$ cat src/rtl/core/thb_dist.sv
`timescale 1ns / 1ps
// ---------------------------------------------------------------------------
// Squared distance pipeline
// Three stages: absolute axis differences, squares, then the sum.
// ---------------------------------------------------------------------------
module thb_dist #(
  parameter int COORD_BITS = 24
) (
  input  logic                      clk,
  input  logic                      rst,
  input  logic                      go,
  input  logic [COORD_BITS-1:0]     vx,
  input  logic [COORD_BITS-1:0]     vy,
  input  logic [COORD_BITS-1:0]     vz,
  input  logic [COORD_BITS-1:0]     ox,
  input  logic [COORD_BITS-1:0]     oy,
  input  logic [COORD_BITS-1:0]     oz,
  input  logic [COORD_BITS-1:0]     hx,
  input  logic [COORD_BITS-1:0]     hy,
  input  logic [COORD_BITS-1:0]     hz,
  output logic                      d2_valid,
  output logic [2*COORD_BITS+3:0]   d2
);

  localparam int CB  = COORD_BITS;
  localparam int ABW = CB + 1;
  localparam int SQW = 2 * ABW;
  localparam int DSW = 2 * CB + 4;

  logic [CB+1:0]   dx, dy, dz;
  logic [ABW-1:0]  ax, ay, az;
  logic [SQW-1:0]  sx, sy, sz;
  logic [2:0]      vld;

  // World position is the stored position plus the mesh offset.
  always_comb begin
    dx = {{2{hx[CB-1]}}, hx} - ({vx[CB-1], vx[CB-1], vx} + {ox[CB-1], ox[CB-1], ox});
    dy = {{2{hy[CB-1]}}, hy} - ({vy[CB-1], vy[CB-1], vy} + {oy[CB-1], oy[CB-1], oy});
    dz = {{2{hz[CB-1]}}, hz} - ({vz[CB-1], vz[CB-1], vz} + {oz[CB-1], oz[CB-1], oz});
  end

  always_ff @(posedge clk) begin
    ax <= dx[CB+1] ? ABW'(-dx) : dx[ABW-1:0];
    ay <= dy[CB+1] ? ABW'(-dy) : dy[ABW-1:0];
    az <= dz[CB+1] ? ABW'(-dz) : dz[ABW-1:0];
    sx <= ax * ax;
    sy <= ay * ay;
    sz <= az * az;
    d2 <= DSW'(sx) + DSW'(sy) + DSW'(sz);
  end

  always_ff @(posedge clk) begin
    if (rst) begin
      vld <= '0;
    end else begin
      vld <= {vld[1:0], go};
    end
  end

  assign d2_valid = vld[2];

endmodule

$ cat config.mk
export PLATFORM = sky130hd
export DESIGN_NAME = thb_dist
export DESIGN_NICKNAME = d
export VERILOG_FILES = /design/src/rtl/core/thb_dist.sv
export SDC_FILE = /design/constraint.sdc
export NUM_CORES = 2
export LEC_CHECK = 0
export BUFFER_PORTS_ARGS = -buffer_cell sky130_fd_sc_hd__buf_4
export CAP_MARGIN = 30
export CORE_ASPECT_RATIO = 1.4
export CORE_MARGIN = 1
export CORE_UTILIZATION = 45
export CTS_CLUSTER_DIAMETER = 60
export DETAILED_ROUTE_END_ITERATION = 10
export PLACE_DENSITY = 0.61
export SYNTH_ARGS = -nofsm -noshare
export SYNTH_HDL_FRONTEND = slang
export SYNTH_SLANG_ARGS = --single-unit
export TNS_END_PERCENT = 30
$ cat constraint.sdc
create_clock -name clk -period 6.7 [get_ports clk]
set_input_delay 1.675 -clock clk [delete_from_list [all_inputs] [get_ports clk]]
set_output_delay 1.675 -clock clk [all_outputs]
set_load 0.005 [all_outputs]
==> impl_metrics.yaml <==
placed_design:
  gp_congestion: 0.919
  hpwl_um: 159000
  place_inst: 10700
  port_buffers: 271
  place_area_mm2: 0.0813
layout:
  drive_gt1_share_pct: 19.8
  regArea_mm2: 0.00571
  stdcell_count: 10800
  final_util_pct: 55.3
  syn2layout_area_growth_pct: 21.5
  final_area_mm2: 0.0850
  nNetsFinal: 11200
  nFillCells: 13900
  multiInputGateArea_mm2: 0.0570
clocking:
  cts_buffers: 39
  clk_latency_ns: 0.60
  clkTransAtPathRegs_ns: 0.06
  clock_path_buffers: 3
  clock_sinks: 277
  cts_max_level: 2
  cts_tree: "done"
  ctsHoldBuffers: 0
  cts_root_buf: "clkbuf_16"
setup_path:
  crit_type: "reg2reg"
  cp_slowest_stage_delay_ns: 0.55
  crit_family: "adder cells"
  cp.arrival_ns: 7.59
  crit_path_top_delay_cell: "fa_1"
  cp.required_ns: 7.18
  critPathLaunchType: "flip-flop"
  crit_buf_inv: 9
  end_kind: "flip-flop"
  crit_fanout: 8
logic_synthesis:
  syn_avg_cell_area_um2: 9.14
  synth.distinct_cells: 94
  syn_inst: 7651
  yosys.area.top_type_share_pct: 43.5
  synth_edf_count: 0
  netlist_top_cells_count: "2207 x inv_1, 1520 x fa_1, 698 x ha_1, 615 x nand2_1, 378 x and2_1"
  yosysMostFrequentCell: "inv_1"
  synth-async-reset-ratio_pct: 0
  synthTopCellsByArea: "fa_1 44%, ha_1 12%, inv_1 12%"
  ys_warn_count: 0
  yosysTopAreaCell: "fa_1"
  synth_flop_cell: "dfxtp_1"
  syn-cell-area_mm2: 0.0699
  ys_seq_area_share_pct: 7.93
  ys_ff_latch: 277
global_route:
  grt_usage_pct: 23.5
  grt_pass1_vias: 59300
  grt_pass1_wl_um: 292000
  antenna_found_initial: 3
  grt.overflow.total: 0
  grt_max_degree: 23
die:
  die_x_um: 335
  die_area_mm2: 0.157
  start_util_pct: 45.5
  fp-row-count: 170
  die_h_um: 468
  core_mm2: 0.154
  boundaryPins: 272
routing:
  vias: 53200
  drt_iter0_drc: 2040
  wire_per_inst_um: 16.6
  routed_via_density: 4.91
  ant_nets: 0
  drt_wl_total_um: 179000
  first_pass_iters: 5
  drc_errors: 0
worst_hold_path:
  hp-class: "reg2reg"
sta:
  period_share_pct: 106
  setup_viol: 30
  rsz0062_at_grt: "yes"
  finalHoldViolCount: 0
  fin_ws_ns: -0.404
  fin_skew_ns: 0.0249
  tightestPinTransition_ns: 0.854
  slew_viol_final: 0
  fmax_ghz: 0.141
  maxSlewHeadroom_pct: 41.6
  fin_crit_ns: 7.10
run_status:
  status: "finished, violations left"
  violations: "negative setup slack"
flow_run:
  maxCapViolations: 0
final cells by class:
| class | count | share of cell area (%) |
|---|---|---|
| Timing Repair Buffer | 1230 | 11.9 |
| Clock inverter | 22 | 0.315 |
| Multi-Input combinational cell | 4977 | 67.1 |
| Clock buffer | 45 | 1.21 |
| Antenna cell | 1 | 0.00295 |
| Sequential cell | 277 | 6.72 |
| Inverter | 2208 | 9.77 |
| Tap cell | 2064 | 3.04 |
layer usage:
layer  up-vias  share of wire (%)  track usage (%)
met5         -                  0                0
met4         0                4.6             9.85
met3       370                2.9             2.02
met2       922                 56             46.0
met1     26900                 37             25.7
li1      25000                  -                -
state kept, by name (all words and copies together), names as in the netlist:
signal / cells
d2: 52
sx: 49
sy: 49
sz: 49
ax: 25
ay: 25
az: 25
vld: 3
cells by family (layout without fill, tap and decap cells):
family,after synthesis,in the layout,synth area share [%]
buffers and inverters,2399,3505,12.9
adders and majority gates,2218,2218,56.0
and+or+nand+nor,1574,1574,11.0
AOI/OAI and AO/OA,837,837,7.73
xor gates and xnor gates,332,332,4.17
DFF,277,277,7.93
muxes,13,13,0.193
other,1,4,0.00536
metrics by stage:
step	setup TNS, ns	hold WS (ns)	setup WS, ns
after CTS	-5.40	0.450	-0.381
after detailed placement	-27.34	0.438	-0.880
after global routing	-15.37	0.454	-0.684
after global placement	-23.79	0.424	-0.887
final	-4.79	0.447	-0.404
after floorplan	-0.140	0.411	-0.0509
final timing paths:
kind / slack (ns) / cells past startpoint / startpoint / endpoint
min reg2reg: 0.45 / 1 / vld[0]$_SDFF_PP0_ / vld[1]$_SDFF_PP0_
max: -0.40 / 29 / ax[9]$_DFF_P_ / sx[48]$_DFF_P_
min: 0.45 / 1 / vld[0]$_SDFF_PP0_ / vld[1]$_SDFF_PP0_
max reg2reg: -0.40 / 29 / ax[9]$_DFF_P_ / sx[48]$_DFF_P_
cell usage in the layout, fill, tap and decap left out, types with 38 or more instances in the layout:
cell type / n
clkbuf_16: 39
nand2_1: 580
a21o_1: 145
fa_2: 45
ha_1: 664
fa_1: 1475
buf_6: 59
buf_4: 1118
o21a_1: 42
dfxtp_1: 221
nand3_1: 66
xnor2_1: 204
a21oi_1: 220
o21ai_0: 101
nand2b_1: 49
nor2b_1: 46
xor2_1: 120
nor2_1: 209
and2_1: 355
buf_12: 45
inv_1: 2155
dfxtp_4: 38
inv_2: 48
timing repair:
action                     in CTS  in global routing
resized for setup             284                265
setup buffers                  30                 38
hold endpoints to repair        0                  0
setup endpoints to repair      70                 67
pin swaps                      85                162
cloned                          1                  0
Power is left out: the tool's default activity adds up to more than one toggle a clock period on the data nets, which glitch-free logic cannot reach.
