`src/rtl/core/thb_isqrt.sv`:
```
`timescale 1ns / 1ps
// ---------------------------------------------------------------------------
// Integer square root
// Digit-by-digit root rounded down, one result bit per cycle.
// ---------------------------------------------------------------------------
module thb_isqrt #(
  parameter int VALUE_BITS = 46
) (
  input  logic                    clk,
  input  logic                    rst,
  input  logic                    start,
  input  logic [VALUE_BITS-1:0]   value,
  output logic                    done,
  output logic [VALUE_BITS/2-1:0] root
);

  localparam int VW    = VALUE_BITS;
  localparam int STEPS = VW / 2;
  localparam int NW    = $clog2(STEPS + 1);

  logic [VW-1:0] v, r, b;
  logic [VW-1:0] t;
  logic [NW-1:0] steps_left;
  logic          running;

  assign t    = r + b;
  assign root = r[STEPS-1:0];

  always_ff @(posedge clk) begin
    if (start) begin
      v <= value;
      r <= '0;
      b <= VW'(1) << (VW - 2);
    end else if (running) begin
      if (v >= t) begin
        v <= v - t;
        r <= (r >> 1) + b;
      end else begin
        r <= r >> 1;
      end
      b <= b >> 2;
    end
  end

  always_ff @(posedge clk) begin
    if (rst) begin
      running    <= 1'b0;
      done       <= 1'b0;
      steps_left <= '0;
    end else begin
      done <= 1'b0;
      if (start) begin
        running    <= 1'b1;
        steps_left <= NW'(STEPS);
      end else if (running) begin
        steps_left <= steps_left - NW'(1);
        if (steps_left == NW'(1)) begin
          running <= 1'b0;
          done    <= 1'b1;
        end
      end
    end
  end

endmodule

```
`config.mk`:
```
export PLATFORM = sky130hd
export DESIGN_NAME = thb_isqrt
export DESIGN_NICKNAME = d
export VERILOG_FILES = /design/src/rtl/core/thb_isqrt.sv
export SDC_FILE = /design/constraint.sdc
export NUM_CORES = 1
export LEC_CHECK = 0
export ABC_CLOCK_PERIOD_IN_PS = 8800
export BUFFER_PORTS_ARGS = -buffer_cell sky130_fd_sc_hd__clkbuf_2
export CAP_MARGIN = 20
export CORE_AREA = 2 2 168 137
export DETAILED_ROUTE_END_ITERATION = 7
export DIE_AREA = 0 0 170 139
export PLACE_DENSITY = 0.74
export SLEW_MARGIN = 20
export SYNTH_ARGS = -nofsm -noshare
export SYNTH_HDL_FRONTEND = slang
export SYNTH_SLANG_ARGS = --single-unit
```
`constraint.sdc`:
```
create_clock -name clk -period 8.8 [get_ports clk]
set_input_delay 0.44 -clock clk [delete_from_list [all_inputs] [get_ports clk]]
set_output_delay 0.44 -clock clk [all_outputs]
set_load 0.02 [all_outputs]
```
==> reports/summary.txt <==
status: completed
wl on met1: 13.50 mm
nets: 1,516
H-Tree Depth: 4
# hold bufs at CTS: 0
worst hold path class: input port to flip-flop
unrepaired setup endpoints after global routing: false
sequential-to-total area share from yosys stat: 0.2673
Synth area leaders: dfxtp_1 (14%), edfxtp_1 (13%), ha_1 (11%)
post-layout min period: 6.317 ns
fill count: 2,135
Syn Inst Count: 1,374
# DRC: 0
setup bufs post-CTS: 0
CORE AREA: 22,070 um2
first-pass GRT wire length: 48.18 mm
Via Count: 10,190
CTS tree: done
All-Layer GR Usage: 0.2523
antenna fix cells: 0
most frequent cells in the layout: nand2_1 (170), nor2_1 (125), a21oi_1 (103)
unique cell type count in the Yosys netlist: 76
critical path arrival: 6.43 ns
CP max-delay cell: nor4_1
Warnings, synthesis: 0
CP most frequent cell: a31oi_1
Final Hold Viols: 0
Clock Skew: 0.01324 ns
DIE HEIGHT: 139 um
sequential share of power: 0.284
Synth Register Bits: 122
Die X: 170 um
post-synth top area cell: dfxtp_1
initial core utilization: 0.4920
Worst-Skew Late Latency: 0.44 ns
final HPWL from detailed placement: 21.47 mm
initial antenna violation count: 0
antenna violation net count after detailed routing: 0
Switch Pwr: 1092 uW
gpl congestion: 0.9269
combinational group share of total power: 0.439
final slew viol count: 0
CP max FO: 26
final setup TNS: 0 ns
IO Port Bufs: 72
total routed wirelength: 29.59 mm
clk slew on worst S/H paths: 0.06 ns
Clock Path Buffers: 2
TritonCTS Sinks: 122
period utilisation layout: 0.7179
sw frac: 0.4027
DIE AREA: 23,630 um2
CP endpoint kind: flip-flop
First DRT Iteration DRCs: 912
CP startpoint kind: flip-flop
largest net degree at the start of global routing: 87
vias in the first global route: 9,549
Mapped Area: 10,860 um2
Tightest Pin Transition: 1.001 ns
TritonRoute pass-1 iters: 6
layout cells sized above 1: 0.09689
uppermost routed layer: met4
post-synth net total: 1,520
mean routed wirelength per cell: 17.79 um
asr flop ratio synth: 0
PostCTS Resize Cnt: 0
Synth Flop Type: dfxtp_1
WL met3: 1.768 mm
WS Path Type: flip-flop to flip-flop
slew margin rel.: 0.3327
final setup fails: 0
number of flops mapped to enable cells by yosys: 46
top-level I/O count: 73
Clk pwr share: 0.277
Power Density: 230.5 nW/um2
mean area per synthesized cell: 7.902 um2
Max Freq: 158.3 MHz
worst vdd ir: 0.1441 mV
Syn-to-layout area delta: 8.331%
FP Rows: 49
cts bufs inserted: 17
met2 wire length: 13.67 mm
footprint of the multi-input gates: 7368 um2
Lkg Pwr: 0.004547 uW
CP Data Required Time: 8.91 ns
Cell Chain, Critical Path: ha_1 -> a31oi_1 -> a211oi_1 -> a21oi_1 -> nand2_1 -> a31oi_1 -> o21bai_1 -> a31oi_1 -> xor2_1 -> ha_1 -> nand4_1 -> nor4_1 -> nand3_1 -> a21o_1 -> o211ai_1 -> nand3_1 -> buf_4 -> and2_1 -> o21ai_4 -> buf_4
commonest non-fill, non-tap cell in the layout: nand2_1
top cell type's share of synthesized area: 0.1401
Vias/cell: 6.126
placed instance count: 1,631
root buffer selected by CTS: clkbuf_16
Sequential Area: 2907 um2
GR Overflow Total: 0
max-cap check violation count: 0
Int Pwr: 1619 uW
non-filler cells, final: 1,663
CP peak stage delay: 0.75 ns
-- worst paths after layout --
| check | cells after the start | from | endpoint | slack, ns |
|---|---|---|---|---|
| worst max-delay path | 20 | r[2] | v[9] | 2.48 |
| worst min-delay path | 2 | rst | running | 0.26 |
| worst max register to register | 20 | r[2] | v[9] | 2.48 |
| worst min register to register | 2 | r[0] | r[0] | 0.51 |
-- sequential cells by signal (all words and copies together), names as in the netlist --
register,count
r,46
v,46
b,23
steps_left,5
done,1
running,1
-- area by class of cell --
| type | instances | share of cell area |
|---|---|---|
| tap | 280 | 0.02978 |
| sequential | 122 | 0.2471 |
| timing repair buffer | 81 | 0.03659 |
| inverter | 24 | 0.007659 |
| multi-input combinational | 1124 | 0.6264 |
| clock inverter | 10 | 0.008403 |
| clock buffer | 22 | 0.04404 |
-- stage by stage --
| step | worst slack, ns | hold WS, ns | power, uW | instance area, um2 | util |
|---|---|---|---|---|---|
| global placement | 2.696 | 0.4959 | 1927 | 11150 | 0.5050 |
| floorplan | 2.060 | 0.4771 | 1680 | 10860 | - |
| detailed placement | 2.538 | 0.5044 | 1944 | 11150 | 0.5050 |
| finish | 2.483 | 0.2584 | 2711 | 11760 | 0.5329 |
| global route | 2.026 | 0.2689 | 2876 | 11760 | 0.5329 |
| CTS | 2.530 | 0.2495 | 2702 | 11760 | 0.5329 |
-- critical path: cells and delay by family, from the launching register on --
kind / cells / cell delay (ns)
AO/OA/AOI/OAI: 9 / 2.45
XOR/XNOR: 1 / 0.09
adder cells (fa/ha/maj): 2 / 0.76
buffers and inverters: 2 / 0.67
flip-flops: 1 / 0.44
AND/OR/NAND/NOR: 6 / 1.56
-- logic make-up after synthesis --
logic type               count (synthesis)  share of synthesized area
AND/OR/NAND/NOR                        452                     0.1899
AO/OA/AOI/OAI                          434                     0.2575
buffers and inverters                  128                    0.05508
flip-flops                             122                     0.2673
XOR/XNOR                               110                    0.08873
adder cells (fa/ha/maj)                 97                     0.1125
multiplexers                            31                    0.02892
-- cells in the mapped netlist, types with 4 or more instances --
master and number:
a211o_1 5, a211oi_1 17, a21boi_1 8, a21o_1 35, a21oi_1 103, a221oi_1 4
a22oi_1 4, a311oi_1 15, a31o_2 5, a31oi_1 46, and2_1 7, and3_1 13
buf_1 7, buf_2 13, buf_4 26, clkbuf_1 57, dfxtp_1 76, edfxtp_1 46
ha_1 96, inv_1 24, mux2i_1 28, nand2_1 170, nand2b_1 11, nand3_1 27
nand4_1 29, nor2_1 125, nor2b_1 7, nor3_1 24, nor4_1 7, o211ai_1 6
o21a_1 10, o21ai_0 54, o21ai_1 59, o21bai_1 19, o31ai_1 10, or3_1 11
xnor2_1 67, xor2_1 43
-- power by group through the flow --
stage	Combinational [uW]	Sequential (uW)	Clock, uW
2_1_floorplan	931	750	0
3_5_place_dp	1160	780	0
4_1_cts	1180	770	755
3_3_place_gp	1150	778	0
6_report	1190	771	750
5_1_grt	1320	779	774
-- metal layers --
layer  vias up  global-route usage
li1       5029                   -
met1      4793              0.3338
met2       316              0.4127
met3        50             0.04509
met4         0             0.09087
met5         -                   0
No activity file was read; power rests on OpenSTA's default activity.
