[src/rtl/core/thb_div.sv]
`timescale 1ns / 1ps
// ---------------------------------------------------------------------------
// Unsigned divider
// Restoring division, one quotient bit per cycle.
// ---------------------------------------------------------------------------
module thb_div #(
  parameter int DIVIDEND_BITS = 39,
  parameter int DIVISOR_BITS  = 23
) (
  input  logic                     clk,
  input  logic                     rst,
  input  logic                     start,
  input  logic [DIVIDEND_BITS-1:0] dividend,
  input  logic [DIVISOR_BITS-1:0]  divisor,
  output logic                     done,
  output logic [DIVIDEND_BITS-1:0] quotient
);

  localparam int N  = DIVIDEND_BITS;
  localparam int D  = DIVISOR_BITS;
  localparam int NW = $clog2(N + 1);

  logic [D-1:0]  rem, den;
  logic [D:0]    trial;
  logic          take;
  logic [NW-1:0] steps_left;
  logic          running;

  assign trial = {rem, quotient[N-1]};
  assign take  = trial >= {1'b0, den};

  always_ff @(posedge clk) begin
    if (start) begin
      rem      <= '0;
      den      <= divisor;
      quotient <= dividend;
    end else if (running) begin
      rem      <= take ? D'(trial - {1'b0, den}) : trial[D-1:0];
      quotient <= {quotient[N-2:0], take};
    end
  end

  always_ff @(posedge clk) begin
    if (rst) begin
      running    <= 1'b0;
      done       <= 1'b0;
      steps_left <= '0;
    end else begin
      done <= 1'b0;
      if (start) begin
        running    <= 1'b1;
        steps_left <= NW'(N);
      end else if (running) begin
        steps_left <= steps_left - NW'(1);
        if (steps_left == NW'(1)) begin
          running <= 1'b0;
          done    <= 1'b1;
        end
      end
    end
  end

endmodule
[config.mk]
export PLATFORM = sky130hd
export DESIGN_NAME = thb_div
export DESIGN_NICKNAME = d
export VERILOG_FILES = /design/src/rtl/core/thb_div.sv
export SDC_FILE = /design/constraint.sdc
export NUM_CORES = 1
export LEC_CHECK = 0
export ABC_AREA = 1
export CORE_MARGIN = 4
export CORE_UTILIZATION = 58
export DETAILED_ROUTE_END_ITERATION = 10
export DONT_BUFFER_PORTS = 1
export PLACE_DENSITY = 0.84
export SLEW_MARGIN = 25
export SYNTH_ARGS = -nofsm -noshare
export SYNTH_HDL_FRONTEND = slang
export SYNTH_SLANG_ARGS = --single-unit
export TNS_END_PERCENT = 1
[constraint.sdc]
create_clock -name clk -period 2.1 [get_ports clk]
set_clock_uncertainty 0.05 [all_clocks]
set_input_delay 0.315 -clock clk [delete_from_list [all_inputs] [get_ports clk]]
set_output_delay 0.315 -clock clk [all_outputs]
set_load 0.02 [all_outputs]
==> summary.txt <==
Timing
  • Setup violation total in the final timing report: 0
  • Worst max-slew margin expressed relative to the limit: between 40% and 50%
  • Final Slew Violations: 0
  • Maximum frequency from static timing analysis: 485 MHz
  • Worst hold-check slack: 30.7 ps
  • Final worst-path setup slack: 37.3 ps
  • Tmin final: around 2100 ps
  • RSZ-0062 raised after global routing: true
  • Slew at the pin closest to its max-slew limit: 780 ps
  • Total count of hold-check failures in the final report: 0
  • Final cycle utilization of the critical path: between 90% and 100%

Global route
  • Overall routing resource usage: 23.7%
  • Number of antenna violations at the first check in global routing: 0
  • Total congestion overflow: 0
  • Wire length of the first global-routing pass: roughly 22000 µm
  • Number of global-route vias before repair: 4805
  • Largest net degree at the start of global routing: 47

Worst setup path
  • CP bufs+invs: 1
  • Element type at the critical path end: flip-flop
  • Launching element type of the critical path: flip-flop
  • Slowest CP cell: sky130_fd_sc_hd__edfxtp_1
  • CP Class: flip-flop to flip-flop
  • Cell chain of the critical path: inv_1 > ha_2 > or2_2 > and2_2 > nand2_1 > nand3_1 > nand2_2 > nand2_1 > nand2_1 > nand3_1 > nand2_1 > nand2_1
  • Most Frequent Cell on Critical Path: sky130_fd_sc_hd__nand2_1
  • CP top delay family: simple AND/OR/NAND/NOR gates
  • Critical path data arrival time: 2290 ps
  • Critical path fanouts, max: 6
  • Setup slack, reg-to-reg: around 37 ps
  • Delay of the slowest cell on the worst path: 370 ps
  • Data required time at the worst endpoint: approximately 2300 ps

Floorplanning
  • DIE HEIGHT: 106 µm
  • Die Footprint: 11200 µm²
  • Core region area: 9280 µm²
  • Die extent in x: 106 µm
  • FP Rows: 35
  • Starting density of the core: between 60% and 70%
  • Number of primary I/O pins: 105

Yosys
  • Yosys top cell by area: sky130_fd_sc_hd__edfxtp_1
  • FFs w/ async S/R, synth: 0%
  • Yosys warns: 0
  • Avg Cell Area, Syn: 7.37 µm²
  • Flop and latch count out of synthesis: 93
  • Count leader, synth: sky130_fd_sc_hd__nand2_1
  • Count of different cell masters after synthesis: 38
  • Mapped Nets: roughly 850
  • Synthesized area: between 5000 and 6000 µm²
  • Ys flop type: sky130_fd_sc_hd__edfxtp_1
  • Share of the synthesized area in the top cell type: between 30% and 40%
  • Synthesized instance count: 756
  • Top post-synthesis cells by count: sky130_fd_sc_hd__nand2_1, sky130_fd_sc_hd__inv_1, sky130_fd_sc_hd__edfxtp_1
  • Number of enable-type register cells in the synthesized netlist: 62
  • Synth top area cells: sky130_fd_sc_hd__edfxtp_1, sky130_fd_sc_hd__nand2_1, sky130_fd_sc_hd__dfxtp_1, sky130_fd_sc_hd__inv_1, sky130_fd_sc_hd__ha_1
  • Proportion of synthesized chip area in sequential cells: 44.5%

Cells and area
  • Share of final-layout standard cells stronger than drive strength 1: 14.3%
  • Post-layout nets: 895
  • Syn-to-layout area delta: 16.2%
  • Filler Cell Count: 783
  • Ant diodes: 0
  • Post-route insts no fill: 938
  • Design area: 6480 µm²

CTS
  • Root Buffer Master: sky130_fd_sc_hd__clkbuf_8
  • Number of buffers inserted to repair setup after CTS: 0
  • TritonCTS clock tree: done
  • Clock insertion delay at the later pin of the skew report: 390 ps
  • Clock Tree Buf Depth: 2
  • Clock-pin slew of the registers on the worst-case setup and hold paths: approximately 100 ps
  • H-tree depth: 3
  • Total number of clock tree sinks: 93
  • TritonCTS buffer count: 9

Placement
  • Estimated wirelength of the detail-placed design: 9230 µm
  • Final weighted congestion in routability-driven placement: 0.948
  • Number of cells in the design after placement: 896
  • Post-place setup slack: between 6 and 7 ps
  • Total cell area at the placement stage: 5880 µm²
  • Port Buffers: 0

Min path
  • Class of the tightest hold or removal check: primary input to flip-flop

Run status
  • Status: completed

Detailed routing
  • Drt via density: 5.20
  • Number of routed nets with antenna violations: 0
  • Average detailed-routed wire length per instance: 13.9 µm
  • Detailed-route via count: 4873
  • Iteration-0 DRC Markers: 270
  • Residual DRC count: 0
  • Count of TritonRoute iterations in the first routing pass: 7
  • Overall routed net length: 13000 µm

Flow run
  • Max-cap viol count: 0

Power and ir drop
  • Worst VDD drop: ~0.52 mV
  • Power density over the cells: around 650 nW/µm²
  • Overall power: around 4.2 mW
  • Leakage component of the power: 3.09 nW
-- where the power goes --
part           leakage, nW  switching (mW)  internal (mW)
combinational         2.10           0.313          0.211
clock                0.119           0.730          0.700
sequential           0.877           0.176           2.11
-- layout make-up --
| type | instances | area [µm²] | area share, % |
|---|---|---|---|
| well taps | 129 | 161 | 2.49 |
| clock inverters | 7 | 109 | 1.68 |
| multi-input cells | 543 | 2700 | 41.7 |
| repair buffers | 54 | 505 | 7.80 |
| flip-flops and latches | 93 | 2480 | 38.3 |
| clock buffers | 9 | 124 | 1.91 |
| inverters | 103 | 390 | 6.03 |
-- final timing paths --
path                            startpoint            end  depth (start not counted)
worst max-delay path                den[2]        rem[15]                         12
worst min-delay path                 start  steps_left[2]                          2
worst max register to register      den[2]        rem[15]                         12
worst min register to register      rem[4]         rem[4]                          2
-- state kept, by name, indices dropped and copies added (netlist names) --
signal      cells
den            23
done            1
quotient       39
rem            23
running         1
steps_left      6
-- per-stage QoR --
stage	util, %	setup TNS (ps)
global placement	63.4	0
floorplan	-	-223
detailed placement	63.4	0
CTS	68.7	0
finish	69.8	0
global route	69.8	-1150
-- what timing repair did --
item	CTS	global route
gates resized for setup	1	25
hold buffers	25	1
hold endpoints to repair	47	1
pin swaps	0	3
setup endpoints to repair	7	24
-- cell families (layout without fill, tap and decap cells) --
logic type | Yosys count | in the layout | synth area share [%]
adder cells (fa/ha/maj) | 26 | 26 | 5.97
AO/OA/AOI/OAI | 29 | 29 | 3.08
XOR/XNOR | 12 | 12 | 1.89
flip-flops | 93 | 93 | 44.5
buffers and inverters | 120 | 173 | 8.60
AND/OR/NAND/NOR | 476 | 476 | 35.9
-- layout by cell type, fill, tap and decap left out, types with 13 or more instances in the layout --
cell	instances
sky130_fd_sc_hd__a21oi_1	13
sky130_fd_sc_hd__buf_4	26
sky130_fd_sc_hd__dfxtp_1	30
sky130_fd_sc_hd__dlygate4sd3_1	25
sky130_fd_sc_hd__edfxtp_1	62
sky130_fd_sc_hd__ha_1	19
sky130_fd_sc_hd__inv_1	99
sky130_fd_sc_hd__nand2_1	316
sky130_fd_sc_hd__nand2_2	21
sky130_fd_sc_hd__nand3_1	34
sky130_fd_sc_hd__nor2_1	53
sky130_fd_sc_hd__nor2_2	29
-- per-layer routing --
| layer | wire length, µm | global-route usage (%) | up-vias | share of wire, % |
|---|---|---|---|---|
| li1 | - | - | 2435 | - |
| met1 | 5390 | 29.1 | 2239 | 41 |
| met2 | 6270 | 39.8 | 171 | 48 |
| met3 | 1030 | 6.80 | 28 | 7.9 |
| met4 | 310 | 8.79 | 0 | 2.4 |
| met5 | 0 | 0 | - | 0 |
Power figures use the tool's default switching activity.
